## config.mk

```make
export PLATFORM = sky130hd
export DESIGN_NAME = timestamp_difference
export DESIGN_NICKNAME = d
export VERILOG_FILES = /design/src/rtl/core/tsd_pkg.sv /design/src/rtl/core/tsd_stamp.sv /design/src/rtl/core/timestamp_difference.sv
export SDC_FILE = /design/constraint.sdc
export NUM_CORES = 2
export LEC_CHECK = 0
export BUFFER_PORTS_ARGS = -buffer_cell sky130_fd_sc_hd__clkbuf_2
export CAP_MARGIN = 20
export CORE_UTILIZATION = 34
export DETAILED_ROUTE_END_ITERATION = 16
export GPL_TIMING_DRIVEN = 0
export PLACE_DENSITY = 0.49
export SLEW_MARGIN = 30
export SYNTH_ARGS = -nofsm -noshare
export SYNTH_HDL_FRONTEND = slang
export SYNTH_SLANG_ARGS = --single-unit
```

## constraint.sdc

```tcl
create_clock -name clk -period 26.8 [get_ports clk]
set_input_delay 4.02 -clock clk [delete_from_list [all_inputs] [get_ports clk]]
set_output_delay 4.02 -clock clk [all_outputs]
set_load 0.01 [all_outputs]
```

## src/rtl/core/tsd_pkg.sv

```systemverilog
// Shared types, widths and constants for the timestamp difference pipeline.
// No dependencies; used by tsd_stamp and timestamp_difference.

package tsd_pkg;

    // Field widths
    localparam int YEAR_W   = 14;
    localparam int MONTH_W  = 4;
    localparam int DAY_W    = 5;
    localparam int HOUR_W   = 5;
    localparam int MINUTE_W = 6;
    localparam int SECOND_W = 6;
    localparam int STAMP_W  = YEAR_W + MONTH_W + DAY_W + HOUR_W + MINUTE_W + SECOND_W;

    localparam int HOURS_W  = 27;
    localparam int DIFF_W   = 6;

    // Internal widths
    localparam int DAYS_W   = 23;   // signed day count, -1 .. about 3.65M
    localparam int DDIFF_W  = 22;   // day difference magnitude
    localparam int TOD_W    = 17;   // seconds within a day (and raw time of day)
    localparam int REM_W    = 12;   // seconds within an hour

    // Calendar limits
    localparam logic [YEAR_W-1:0]  MAX_YEAR   = 14'd9999;
    localparam logic [MONTH_W-1:0] MONTH_JAN  = 4'd1;
    localparam logic [MONTH_W-1:0] MONTH_FEB  = 4'd2;
    localparam logic [MONTH_W-1:0] MONTH_DEC  = 4'd12;

    localparam logic [TOD_W-1:0] SEC_PER_DAY  = 17'd86400;
    localparam int               SEC_PER_HOUR = 3600;
    localparam int               SEC_PER_MIN  = 60;
    localparam int               DAYS_PER_YR  = 365;
    localparam int               HRS_PER_DAY  = 24;

    // Reciprocal multipliers: floor(x / d) = (x * RECIP) >> SHIFT over the used range
    localparam int RECIP100   = 5243;
    localparam int SHIFT100   = 19;
    localparam int RECIP3600  = 149131;
    localparam int SHIFT3600  = 29;
    localparam int RECIP60    = 2185;
    localparam int SHIFT60    = 17;

    // Pipeline depth of the top level
    localparam int NSTAGE = 8;

    typedef logic signed [DAYS_W-1:0] tsd_days_t;
    typedef logic [TOD_W-1:0]         tsd_tod_t;

    // Per-stage load enables for the stamp converter
    typedef struct packed {
        logic ld1;
        logic ld2;
        logic ld3;
    } tsd_ctrl_t;

    // Days in the year before the first of the given month
    function automatic logic [8:0] days_before(input logic [MONTH_W-1:0] month);
        logic [8:0] d;
        unique case (month)
            4'd1:    d = 9'd0;
            4'd2:    d = 9'd31;
            4'd3:    d = 9'd59;
            4'd4:    d = 9'd90;
            4'd5:    d = 9'd120;
            4'd6:    d = 9'd151;
            4'd7:    d = 9'd181;
            4'd8:    d = 9'd212;
            4'd9:    d = 9'd243;
            4'd10:   d = 9'd273;
            4'd11:   d = 9'd304;
            4'd12:   d = 9'd334;
            default: d = 9'd0;
        endcase
        return d;
    endfunction

endpackage

```

## src/rtl/core/tsd_stamp.sv

```systemverilog
// Three-stage converter from one date-time to a day count and seconds of day.
// Depends on tsd_pkg; instantiated twice by timestamp_difference.

module tsd_stamp
(
    input  logic                            clk,
    input  tsd_pkg::tsd_ctrl_t              ctrl,
    input  logic [tsd_pkg::YEAR_W-1:0]      year,
    input  logic [tsd_pkg::MONTH_W-1:0]     month,
    input  logic [tsd_pkg::DAY_W-1:0]       day,
    input  logic [tsd_pkg::HOUR_W-1:0]      hour,
    input  logic [tsd_pkg::MINUTE_W-1:0]    minute,
    input  logic [tsd_pkg::SECOND_W-1:0]    second,
    output tsd_pkg::tsd_days_t              days,
    output tsd_pkg::tsd_tod_t               secs
);

    // ---------------- stage 1: clamp, reciprocal products, time of day
    logic [tsd_pkg::YEAR_W-1:0]  y_c;
    logic [tsd_pkg::MONTH_W-1:0] m_c;
    logic [tsd_pkg::YEAR_W-1:0]  p_c;

    logic [tsd_pkg::YEAR_W-1:0]  y1_reg, p1_reg;
    logic [tsd_pkg::MONTH_W-1:0] m1_reg;
    logic [tsd_pkg::DAY_W-1:0]   d1_reg;
    logic [25:0]                 py100_reg, py100_next;
    logic [23:0]                 p400_reg, p400_next;
    logic [25:0]                 y100_reg, y100_next;
    logic [tsd_pkg::TOD_W-1:0]   tod1_reg, tod1_next;

    // Clamp year and month into the calendar
    always_comb
    begin
        if (year == '0)
            y_c = 14'd1;
        else if (year > tsd_pkg::MAX_YEAR)
            y_c = tsd_pkg::MAX_YEAR;
        else
            y_c = year;

        if (month == '0)
            m_c = tsd_pkg::MONTH_JAN;
        else if (month > tsd_pkg::MONTH_DEC)
            m_c = tsd_pkg::MONTH_DEC;
        else
            m_c = month;

        p_c = y_c - 14'd1;
    end

    assign py100_next = 26'(p_c) * 26'(tsd_pkg::RECIP100);
    assign p400_next  = 24'(p_c >> 2) * 24'(tsd_pkg::RECIP100);
    assign y100_next  = 26'(y_c) * 26'(tsd_pkg::RECIP100);
    assign tod1_next  = 17'(hour) * 17'(tsd_pkg::SEC_PER_HOUR)
                      + 17'(minute) * 17'(tsd_pkg::SEC_PER_MIN)
                      + 17'(second);

    always_ff @(posedge clk)
    begin
        if (ctrl.ld1)
        begin
            y1_reg    <= y_c;
            p1_reg    <= p_c;
            m1_reg    <= m_c;
            d1_reg    <= day;
            py100_reg <= py100_next;
            p400_reg  <= p400_next;
            y100_reg  <= y100_next;
            tod1_reg  <= tod1_next;
        end
    end

    // ---------------- stage 2: leap test, year base, month offset, day spill
    logic [6:0]                  q100, yq;
    logic [4:0]                  q400;
    logic [tsd_pkg::YEAR_W-1:0]  yr100;
    logic                        leap;

    logic [tsd_pkg::DDIFF_W-1:0] base2_reg, base2_next;
    logic [8:0]                  mo2_reg, mo2_next;
    logic [tsd_pkg::DAY_W-1:0]   d2_reg;
    logic                        k2_reg, k2_next;
    logic [tsd_pkg::TOD_W-1:0]   r2_reg, r2_next;

    assign q100  = py100_reg[tsd_pkg::SHIFT100 +: 7];
    assign q400  = p400_reg[tsd_pkg::SHIFT100 +: 5];
    assign yq    = y100_reg[tsd_pkg::SHIFT100 +: 7];
    assign yr100 = y1_reg - 14'(yq) * 14'd100;

    // Divisible by 4, and not by 100 unless by 400
    assign leap = (y1_reg[1:0] == 2'b00) && ((yr100 != '0) || (yq[1:0] == 2'b00));

    assign base2_next = 22'(p1_reg) * 22'(tsd_pkg::DAYS_PER_YR)
                      + 22'(p1_reg >> 2) - 22'(q100) + 22'(q400);
    assign mo2_next   = tsd_pkg::days_before(m1_reg)
                      + 9'((m1_reg > tsd_pkg::MONTH_FEB) && leap);

    // Fold an overlong time of day into the next day
    always_comb
    begin
        if (tod1_reg >= tsd_pkg::SEC_PER_DAY)
        begin
            k2_next = 1'b1;
            r2_next = tod1_reg - tsd_pkg::SEC_PER_DAY;
        end
        else
        begin
            k2_next = 1'b0;
            r2_next = tod1_reg;
        end
    end

    always_ff @(posedge clk)
    begin
        if (ctrl.ld2)
        begin
            base2_reg <= base2_next;
            mo2_reg   <= mo2_next;
            d2_reg    <= d1_reg;
            k2_reg    <= k2_next;
            r2_reg    <= r2_next;
        end
    end

    // ---------------- stage 3: final day count
    logic [tsd_pkg::DAYS_W-1:0] dsum;
    tsd_pkg::tsd_days_t         days3_reg, days3_next;
    tsd_pkg::tsd_tod_t          r3_reg;

    assign dsum       = 23'(base2_reg) + 23'(mo2_reg) + 23'(d2_reg) + 23'(k2_reg);
    assign days3_next = $signed(dsum) - 23'sd1;

    always_ff @(posedge clk)
    begin
        if (ctrl.ld3)
        begin
            days3_reg <= days3_next;
            r3_reg    <= r2_reg;
        end
    end

    assign days = days3_reg;
    assign secs = r3_reg;

endmodule

```

## src/rtl/core/timestamp_difference.sv

```systemverilog
// Absolute difference of two Gregorian date-times, as hours, minutes, seconds.
// Depends on tsd_pkg and tsd_stamp.
//
// Usage:
//   The slave channel (s_tvalid, s_tready, s_tdata) takes one word holding
//   both date-times; the master channel (m_tvalid, m_tready, m_tdata) gives
//   one word per input word with the difference in whole hours, then the
//   remaining minutes and seconds. Words leave in the order they arrived.
//   One word is taken every cycle while the receiver keeps up. Each word
//   passes through the eight-stage pipeline: two stamp converters side by
//   side for stages one to three, then compare, subtract and reciprocal
//   division by 3600 and 60, the last stage holding the output register.
//   Each stage holds its own valid bit and loads whenever it is empty or the
//   stage after it moves, so bubbles close up. When the receiver stalls,
//   the last stage holds its word and the stages behind it fill; s_tready
//   drops only once all eight stages hold a word.
//   Reset clears all valid bits; the block then accepts at once. The block
//   keeps no state between words.

module timestamp_difference
(
    input  logic        clk,
    input  logic        rst_n,

    input  logic        s_tvalid,
    output logic        s_tready,
    // first_year, first_month, first_day, first_hour, first_minute,
    // first_second, second_year, second_month, second_day, second_hour,
    // second_minute, second_second
    input  logic [79:0] s_tdata,

    output logic        m_tvalid,
    input  logic        m_tready,
    // diff_hours, diff_minutes, diff_seconds, one zero pad bit
    output logic [39:0] m_tdata
);

    localparam int N = tsd_pkg::NSTAGE;

    // ---------------- stage flow control
    logic [N:1]   vld_reg;
    logic [N+1:1] adv;

    always_comb
    begin
        adv[N+1] = m_tready;
        for (int i = N; i >= 1; i--)
        begin
            adv[i] = !vld_reg[i] || adv[i+1];
        end
    end

    assign s_tready = adv[1];

    always_ff @(posedge clk or negedge rst_n)
    begin
        if (!rst_n)
        begin
            vld_reg <= '0;
        end
        else
        begin
            if (adv[1])
                vld_reg[1] <= s_tvalid;
            for (int i = 2; i <= N; i++)
            begin
                if (adv[i])
                    vld_reg[i] <= vld_reg[i-1];
            end
        end
    end

    // ---------------- stages 1 to 3: convert each date-time
    tsd_pkg::tsd_ctrl_t ctrl;
    tsd_pkg::tsd_days_t days_a, days_b;
    tsd_pkg::tsd_tod_t  tod_a, tod_b;

    assign ctrl.ld1 = adv[1];
    assign ctrl.ld2 = adv[2];
    assign ctrl.ld3 = adv[3];

    tsd_stamp u_stamp_a
    (
        .clk    (clk),
        .ctrl   (ctrl),
        .year   (s_tdata[13:0]),
        .month  (s_tdata[17:14]),
        .day    (s_tdata[22:18]),
        .hour   (s_tdata[27:23]),
        .minute (s_tdata[33:28]),
        .second (s_tdata[39:34]),
        .days   (days_a),
        .secs   (tod_a)
    );

    tsd_stamp u_stamp_b
    (
        .clk    (clk),
        .ctrl   (ctrl),
        .year   (s_tdata[53:40]),
        .month  (s_tdata[57:54]),
        .day    (s_tdata[62:58]),
        .hour   (s_tdata[67:63]),
        .minute (s_tdata[73:68]),
        .second (s_tdata[79:74]),
        .days   (days_b),
        .secs   (tod_b)
    );

    // ---------------- stage 4: order the pair and subtract with borrow
    logic                        b_ge_a;
    tsd_pkg::tsd_days_t          big_d, sml_d, dd_raw;
    tsd_pkg::tsd_tod_t           big_r, sml_r;
    logic signed [17:0]          dr_raw;
    logic [tsd_pkg::DAYS_W-1:0]  dd_fix;
    logic [tsd_pkg::DDIFF_W-1:0] dd4_reg, dd4_next;
    logic [tsd_pkg::TOD_W-1:0]   dr4_reg, dr4_next;

    assign b_ge_a = (days_b > days_a) || ((days_b == days_a) && (tod_b >= tod_a));

    always_comb
    begin
        if (b_ge_a)
        begin
            big_d = days_b;
            big_r = tod_b;
            sml_d = days_a;
            sml_r = tod_a;
        end
        else
        begin
            big_d = days_a;
            big_r = tod_a;
            sml_d = days_b;
            sml_r = tod_b;
        end

        dd_raw = big_d - sml_d;
        dr_raw = $signed({1'b0, big_r}) - $signed({1'b0, sml_r});

        // Borrow a day when the seconds part goes negative
        if (dr_raw < 0)
        begin
            dd_fix   = dd_raw - 23'd1;
            dr4_next = 17'(dr_raw + 18'sd86400);
        end
        else
        begin
            dd_fix   = dd_raw;
            dr4_next = dr_raw[tsd_pkg::TOD_W-1:0];
        end
        dd4_next = dd_fix[tsd_pkg::DDIFF_W-1:0];
    end

    always_ff @(posedge clk)
    begin
        if (adv[4])
        begin
            dd4_reg <= dd4_next;
            dr4_reg <= dr4_next;
        end
    end

    // ---------------- stage 5: hours from days, reciprocal product for /3600
    logic [tsd_pkg::HOURS_W-1:0] hb5_reg, hb5_next;
    logic [33:0]                 ph5_reg, ph5_next;
    logic [tsd_pkg::TOD_W-1:0]   dr5_reg;

    assign hb5_next = 27'(dd4_reg) * 27'(tsd_pkg::HRS_PER_DAY);
    assign ph5_next = 34'(dr4_reg) * 34'(tsd_pkg::RECIP3600);

    always_ff @(posedge clk)
    begin
        if (adv[5])
        begin
            hb5_reg <= hb5_next;
            ph5_reg <= ph5_next;
            dr5_reg <= dr4_reg;
        end
    end

    // ---------------- stage 6: whole hours and remainder within the hour
    logic [4:0]                  qh;
    logic [tsd_pkg::TOD_W-1:0]   rem_full;
    logic [tsd_pkg::HOURS_W-1:0] hr6_reg, hr6_next;
    logic [tsd_pkg::REM_W-1:0]   rem6_reg, rem6_next;

    assign qh        = ph5_reg[tsd_pkg::SHIFT3600 +: 5];
    assign rem_full  = dr5_reg - 17'(qh) * 17'(tsd_pkg::SEC_PER_HOUR);
    assign rem6_next = rem_full[tsd_pkg::REM_W-1:0];
    assign hr6_next  = hb5_reg + 27'(qh);

    always_ff @(posedge clk)
    begin
        if (adv[6])
        begin
            hr6_reg  <= hr6_next;
            rem6_reg <= rem6_next;
        end
    end

    // ---------------- stage 7: reciprocal product for /60
    logic [tsd_pkg::HOURS_W-1:0] hr7_reg;
    logic [tsd_pkg::REM_W-1:0]   rem7_reg;
    logic [22:0]                 pm7_reg, pm7_next;

    assign pm7_next = 23'(rem6_reg) * 23'(tsd_pkg::RECIP60);

    always_ff @(posedge clk)
    begin
        if (adv[7])
        begin
            hr7_reg  <= hr6_reg;
            rem7_reg <= rem6_reg;
            pm7_reg  <= pm7_next;
        end
    end

    // ---------------- stage 8: minutes and seconds, output register
    logic [tsd_pkg::DIFF_W-1:0]  mn;
    logic [tsd_pkg::REM_W-1:0]   sec_full;
    logic [tsd_pkg::HOURS_W-1:0] hr8_reg;
    logic [tsd_pkg::DIFF_W-1:0]  mn8_reg, sc8_reg, sc8_next;

    assign mn       = pm7_reg[tsd_pkg::SHIFT60 +: tsd_pkg::DIFF_W];
    assign sec_full = rem7_reg - 12'(mn) * 12'(tsd_pkg::SEC_PER_MIN);
    assign sc8_next = sec_full[tsd_pkg::DIFF_W-1:0];

    always_ff @(posedge clk)
    begin
        if (adv[8])
        begin
            hr8_reg <= hr7_reg;
            mn8_reg <= mn;
            sc8_reg <= sc8_next;
        end
    end

    assign m_tvalid = vld_reg[N];
    assign m_tdata  = {1'b0, sc8_reg, mn8_reg, hr8_reg};

`ifndef SYNTH
    // An empty output stage means the whole pipe can move
    a_ready_when_drained: assert property (@(posedge clk) disable iff (!rst_n)
        !m_tvalid |-> s_tready)
        else $error("input stalled with an empty output stage");

    // Normalised seconds of day stay below one day
    a_tod_range: assert property (@(posedge clk) disable iff (!rst_n)
        vld_reg[3] |-> (tod_a < tsd_pkg::SEC_PER_DAY) && (tod_b < tsd_pkg::SEC_PER_DAY))
        else $error("seconds of day out of range");

    // Remainder within the hour is below 3600
    a_rem_range: assert property (@(posedge clk) disable iff (!rst_n)
        vld_reg[6] |-> (rem6_reg < 12'd3600))
        else $error("remainder within hour out of range");

    // Minutes and seconds of a delivered word are below 60
    a_out_range: assert property (@(posedge clk) disable iff (!rst_n)
        m_tvalid |-> (m_tdata[32:27] < 6'd60) && (m_tdata[38:33] < 6'd60))
        else $error("minutes or seconds out of range");
`endif

endmodule

```

* Word-level counts from Yosys, hierarchy flattened *
Memories as Yosys holds them, arrays and structs flattened.
Cells that the tools add are included.

operators by class
  $add $sub $neg = 33
  multiply operators = 19
  magnitude comparators = 11
  eq/ne operators = 1
  multiplexer cells = 16
  reductions and logical operators = 36

operators with widths
  operator                number
  $mul 14x13->26 const B  4
  $mux 17                 5
  $mux 22                 3
  $mux 14                 4
  $mul 12x13->24 const B  2
  $add 22x9->23           2
  $add 23x1->23           2
  $add 23x5->23           2
  $sub 23x2->23 const B   2
  $add 22x12->22          2
  $add 22x5->22           2
  $mul 14x9->22 const B   2
  $sub 22x7->22           2
  $add 17x12->17          2
  $add 17x6->17           2
  $ge 17x17->1 const B    2
  $mul 17x18->34 const B  1
  $sub 17x17->17 const B  2
  $gt 14x14->1 const B    2
  $logic_not 14->1        2
  $reduce_bool 14->1      2
  $sub 14x1->14 const B   2
  $sub 14x14->14          2
  $add 27x5->27           1
  other kinds (28)        62

word-level totals
  flip-flop bits (word level) = 699
  ROM bits = 288
  bits of input ports = 84
  logic and storage cells = 171
  memories kept = 2

memories
  memory           depth  bits a word  rd ports  clocked after Yosys merged registers in  write ports  line           text
  (no name shown)  16     9            1         0                                        0            tsd_pkg.sv:60  unique case (month)
  (no name shown)  16     9            1         0                                        0            tsd_pkg.sv:60

* Depth between registers and ports, before layout *
  depth in word-level cells = 9
  depth in mapped cells = 36
  mapped depth without buffers = 35

* Cells and area by module *
A second synthesis with hierarchy kept.

second synthesis, totals
  cells, all modules = 5887
  area total of the unflattened synthesis = 62851.5 µm²

modules (own cells, without submodules)
  module                 times used  cells each  area each (µm²)  seq. area each (µm²)
  tsd_stamp (u_stamp_b)  1           2161        22915.7          5014.8
  tsd_stamp (u_stamp_a)  1           2132        22728.0          5014.8
  timestamp_difference   1           1594        17207.8          6115.9

* Least setup slack after synthesis *
Ideal clock, no wire load.

  path type = input -> output
  start point = input port m_tready
  end point = output port s_tready
  arrival time = 11.435 ns
  required time = 22.780 ns
  path slack = 11.345 ns
  stages = 6
  buffers on the path = 0
  cells stage by stage = nor2b_1 nand3_1 nor2_1 nand3_1 inv_1 nand3_1

between the ends
  longest elaborated chain between the ends = 8

RTL lines
  item                           line                        text
  start, declared                timestamp_difference.sv:33  input logic m_tready,
  $logic_or 1x1->1 (3 in a row)  timestamp_difference.sv:49  adv[i] = !vld_reg[i] || adv[i+1];
  via adv, one bit               timestamp_difference.sv:42  logic [N+1:1] adv;
  $logic_or 1x1->1 (3 in a row)  timestamp_difference.sv:49
  via adv, one bit               timestamp_difference.sv:42
  $logic_or 1x1->1 (2 in a row)  timestamp_difference.sv:49
  end, declared                  timestamp_difference.sv:26  output logic s_tready,

The timed path passes the listed nets, and every way through them passes these cells.

* Worst setup path after layout *
  start point = input port s_tdata[44]
  end point = register u_stamp_b.py100_reg[25] (data pin)

between the ends
  longest elaborated chain between the ends = 5

RTL lines
  item                          line                        text
  start, declared               timestamp_difference.sv:30  input logic [79:0] s_tdata,
  $gt 14x14->1                  tsd_stamp.sv:36             else if (year > tsd_pkg::MAX_YEAR)
  $mux 14                       tsd_stamp.sv:36
  $mux 14 *                     tsd_stamp.sv:34             if (year == '0)
  $sub 14x1->14 *               tsd_stamp.sv:48             p_c = y_c - 14'd1;
  via u_stamp_b.p_c, one bit    tsd_stamp.sv:21             logic [tsd_pkg::YEAR_W-1:0] p_c;
  $mul 14x13->26 *              tsd_stamp.sv:51             assign py100_next = 26'(p_c) * 26'(tsd_pkg::RECIP100);
  via u_stamp_b.py100_next[25]  tsd_stamp.sv:26             logic [25:0] py100_reg, py100_next;
  end signal, assigned          tsd_stamp.sv:66             py100_reg <= py100_next;
  end, declared                 tsd_stamp.sv:26

The timed path passes the listed nets; every way through them passes the cells marked *.
A chain may end at the register's enable or synchronous reset.

==> out/metrics.yaml <==
run_status:
  outcome: "finished clean"
worst_setup_path:
  worstSetupStartpoint: "s_tdata[44]"
  crit_type: "primary input to flip-flop"
  cp-start-kind: "primary input"
  critPathRequiredTime_ns: 27.21
  r2r-end: "dd4_reg[19]"
  cpPeakStageDelay_ns: 0.66
  cp.arrival_ns: 13.31
  worst-path-max-fanout: 8
  reg2reg_depth: 21
  ff2ff_setup_slack_ns: 20.53
  slowest_stage: "nor2_1"
  worstSetupEndpointType: "flip-flop"
  r2r-start: "u_stamp_b.days[5]"
route:
  vias_per_cell: 4.538
  via_count: 38390
  drtPass1Iterations: 5
  ant_nets: 0
  first_iter_violations: 1223
  wire_per_inst_um: 14.75
  drc_errors: 0
  wirelength_um: 124700
clock_tree:
  cts_buffers: 66
  clockRootBuffer: "clkbuf_16"
  cts.repair.resized: 0
  ctsLongestPathBuffers: 3
  htree_levels: 3
  clk_pin_slew_ns: 0.07
  cts-hold-fix-buffers: 0
  postCtsSetupRepairBufs: 0
  clkLatencyLatePin_ns: 0.67
  cts_tree: "yes"
  clock_sinks: 539
yosys:
  netlist_area_um2: 62030
  synthFlopType: "edfxtp_1"
  synth_warnings: 0
  postSynth.asyncResetShare: 0.01484
  synth_cell_types: 90
  synth-edff-count: 531
  yosys-top-cells-area: "ha_1 (26%), edfxtp_1 (26%), fa_1 (19%)"
  synth_area_per_cell_um2: 10.65
  syn_inst: 5827
  ys_seq_elements: 539
  synth_top_area_frac: 0.2574
  yosysTopAreaCell: "ha_1"
  syn_nets: 7788
  synth-seq-area-share: 0.2603
cells_and_area:
  multi_input_area_um2: 40420
  fillers: 17800
  syn_to_final_growth_pct: 10.11
  regArea_um2: 16150
  layout.nets: 7997
  drive_gt1_frac: 0.05619
global_routing:
  grt_pass1_vias: 40750
  grt_usage: 0.1404
  grt_max_degree: 48
  antenna_found_initial: 1
  grt_pass1_wl_um: 209900
  grt-ovfl-total: 0
sta:
  drv_slew: 0
  clock.fmax_ghz: 0.07750
  max_slew.worst_pin.slew_ns: 0.9564
  rsz0062_at_grt: "no"
  max_slew_margin: 0.3612
  finalCriticalPeriod_ns: 12.90
  skew_ns: 0.03682
  hold_viol: 0
  final.setup.tns_ns: 0
  report.final.setup_viol: 0
  period_share: 0.4815
placement:
  dpl.hpwl_um: 107100
  io_buffers: 123
  gp_congestion: 0.8615
floorplanning:
  core_um2: 180900
  dieArea_um2: 184200
  rows: 156
  die_w_um: 429.1
  pin_count: 126
  start_util: 0.3428
  die_h_um: 429.1
worst_hold_path:
  worstHoldPathCells: 0
  hold_end: "rem6_reg[0]"
  hold_class: "flip-flop to flip-flop"
  hold_start: "ph5_reg[0]"
flow_run:
  max_cap_viol_count: 0
## critical path: cells and delay by family
family	cells	cell delay (ns)
buffers and inverters	9	0.97
adder cells (fa/ha/maj)	7	2.92
XOR/XNOR	2	0.54
AND/OR/NAND/NOR	7	1.99
AO/OA/AOI/OAI	10	2.85
## synth_stat cells, drive strengths merged (22+ instances only)
| cell | n |
|---|---|
| ha | 1276 |
| o21ai | 122 |
| edfxtp | 531 |
| a21boi | 35 |
| and2 | 25 |
| a21oi | 205 |
| nor3 | 76 |
| xor2 | 108 |
| inv | 1449 |
| and3 | 29 |
| nand2 | 200 |
| nand2b | 48 |
| o22ai | 22 |
| nand3 | 77 |
| xnor2 | 266 |
| fa | 601 |
| nor2 | 188 |
| a21o | 123 |
| o21bai | 40 |
| nor2b | 38 |
| clkbuf | 27 |
| or3 | 22 |
## cells by family after synthesis
logic type	share of synthesized area
AOI/OAI and AO/OA	0.07846
xor gates and xnor gates	0.05317
adders and majority gates	0.4513
buffers and inverters	0.09103
DFF	0.2603
muxes	0.002501
other	0.00006045
and+or+nand+nor	0.06317
## how the worst max path moves through the flow
stage,to,slack (ns),cells after the start
2_1_floorplan,s_tready,11.35,6
3_3_place_gp,s_tready,6.13,8
3_5_place_dp,u_stamp_b.py100_reg[25],13.21,34
4_1_cts,u_stamp_b.py100_reg[25],13.90,34
5_1_grt,u_stamp_b.py100_reg[25],13.19,35
6_report,u_stamp_b.py100_reg[25],13.90,35
## cell type report
class / instances / share of cell area
timing repair buffer: 141 / 0.01315
clock buffer: 78 / 0.02545
buffer: 45 / 0.002986
tap: 2370 / 0.04342
multi-input combinational: 3793 / 0.5917
antenna: 1 / 0.00003664
inverter: 1450 / 0.07969
clock inverter: 41 / 0.007163
sequential: 539 / 0.2364
## layout by cell type, fill, tap and decap left out, drive strengths merged, types with 22 or more instances in the layout
master	synthesis	layout
o21ai	122	122
a21boi	35	35
nor2	188	188
clkbuf	27	228
inv	1449	1456
or3	22	22
nor3	76	76
clkinv	1	25
edfxtp	531	531
ha	1276	1276
nor2b	38	38
nand3	77	77
and3	29	29
fa	601	601
a21o	123	123
o22ai	22	22
xor2	108	108
a21oi	205	205
nand2	200	200
o21bai	40	40
buf	18	36
nand2b	48	48
and2	25	25
xnor2	266	266
## through the flow
| step | worst slack [ns] | util | hold slack (ns) | cell area [um2] | std cells |
|---|---|---|---|---|---|
| floorplan | 11.35 | - | 0.4003 | 62030 | 5827 |
| CTS | 13.90 | 0.3774 | 0.3980 | 68290 | 8457 |
| detailed placement | 13.21 | 0.3651 | 0.4045 | 66070 | 8338 |
| finish | 13.90 | 0.3775 | 0.3963 | 68300 | 8458 |
| global placement | 6.134 | 0.3626 | 0.4019 | 65610 | 8320 |
| global route | 13.19 | 0.3775 | 0.4067 | 68300 | 8458 |
## layer usage
| metal | share of wire | wire length (um) | global-route usage |
|---|---|---|---|
| met5 | 0 | 0 | 0 |
| met4 | 0.021 | 2596 | 0.03490 |
| met3 | 0.025 | 3131 | 0.01650 |
| met2 | 0.48 | 60050 | 0.2443 |
| met1 | 0.47 | 58970 | 0.1841 |
Power is not shown: default switching activity piles up to over one toggle a cycle in this logic, so the estimate is an artifact.
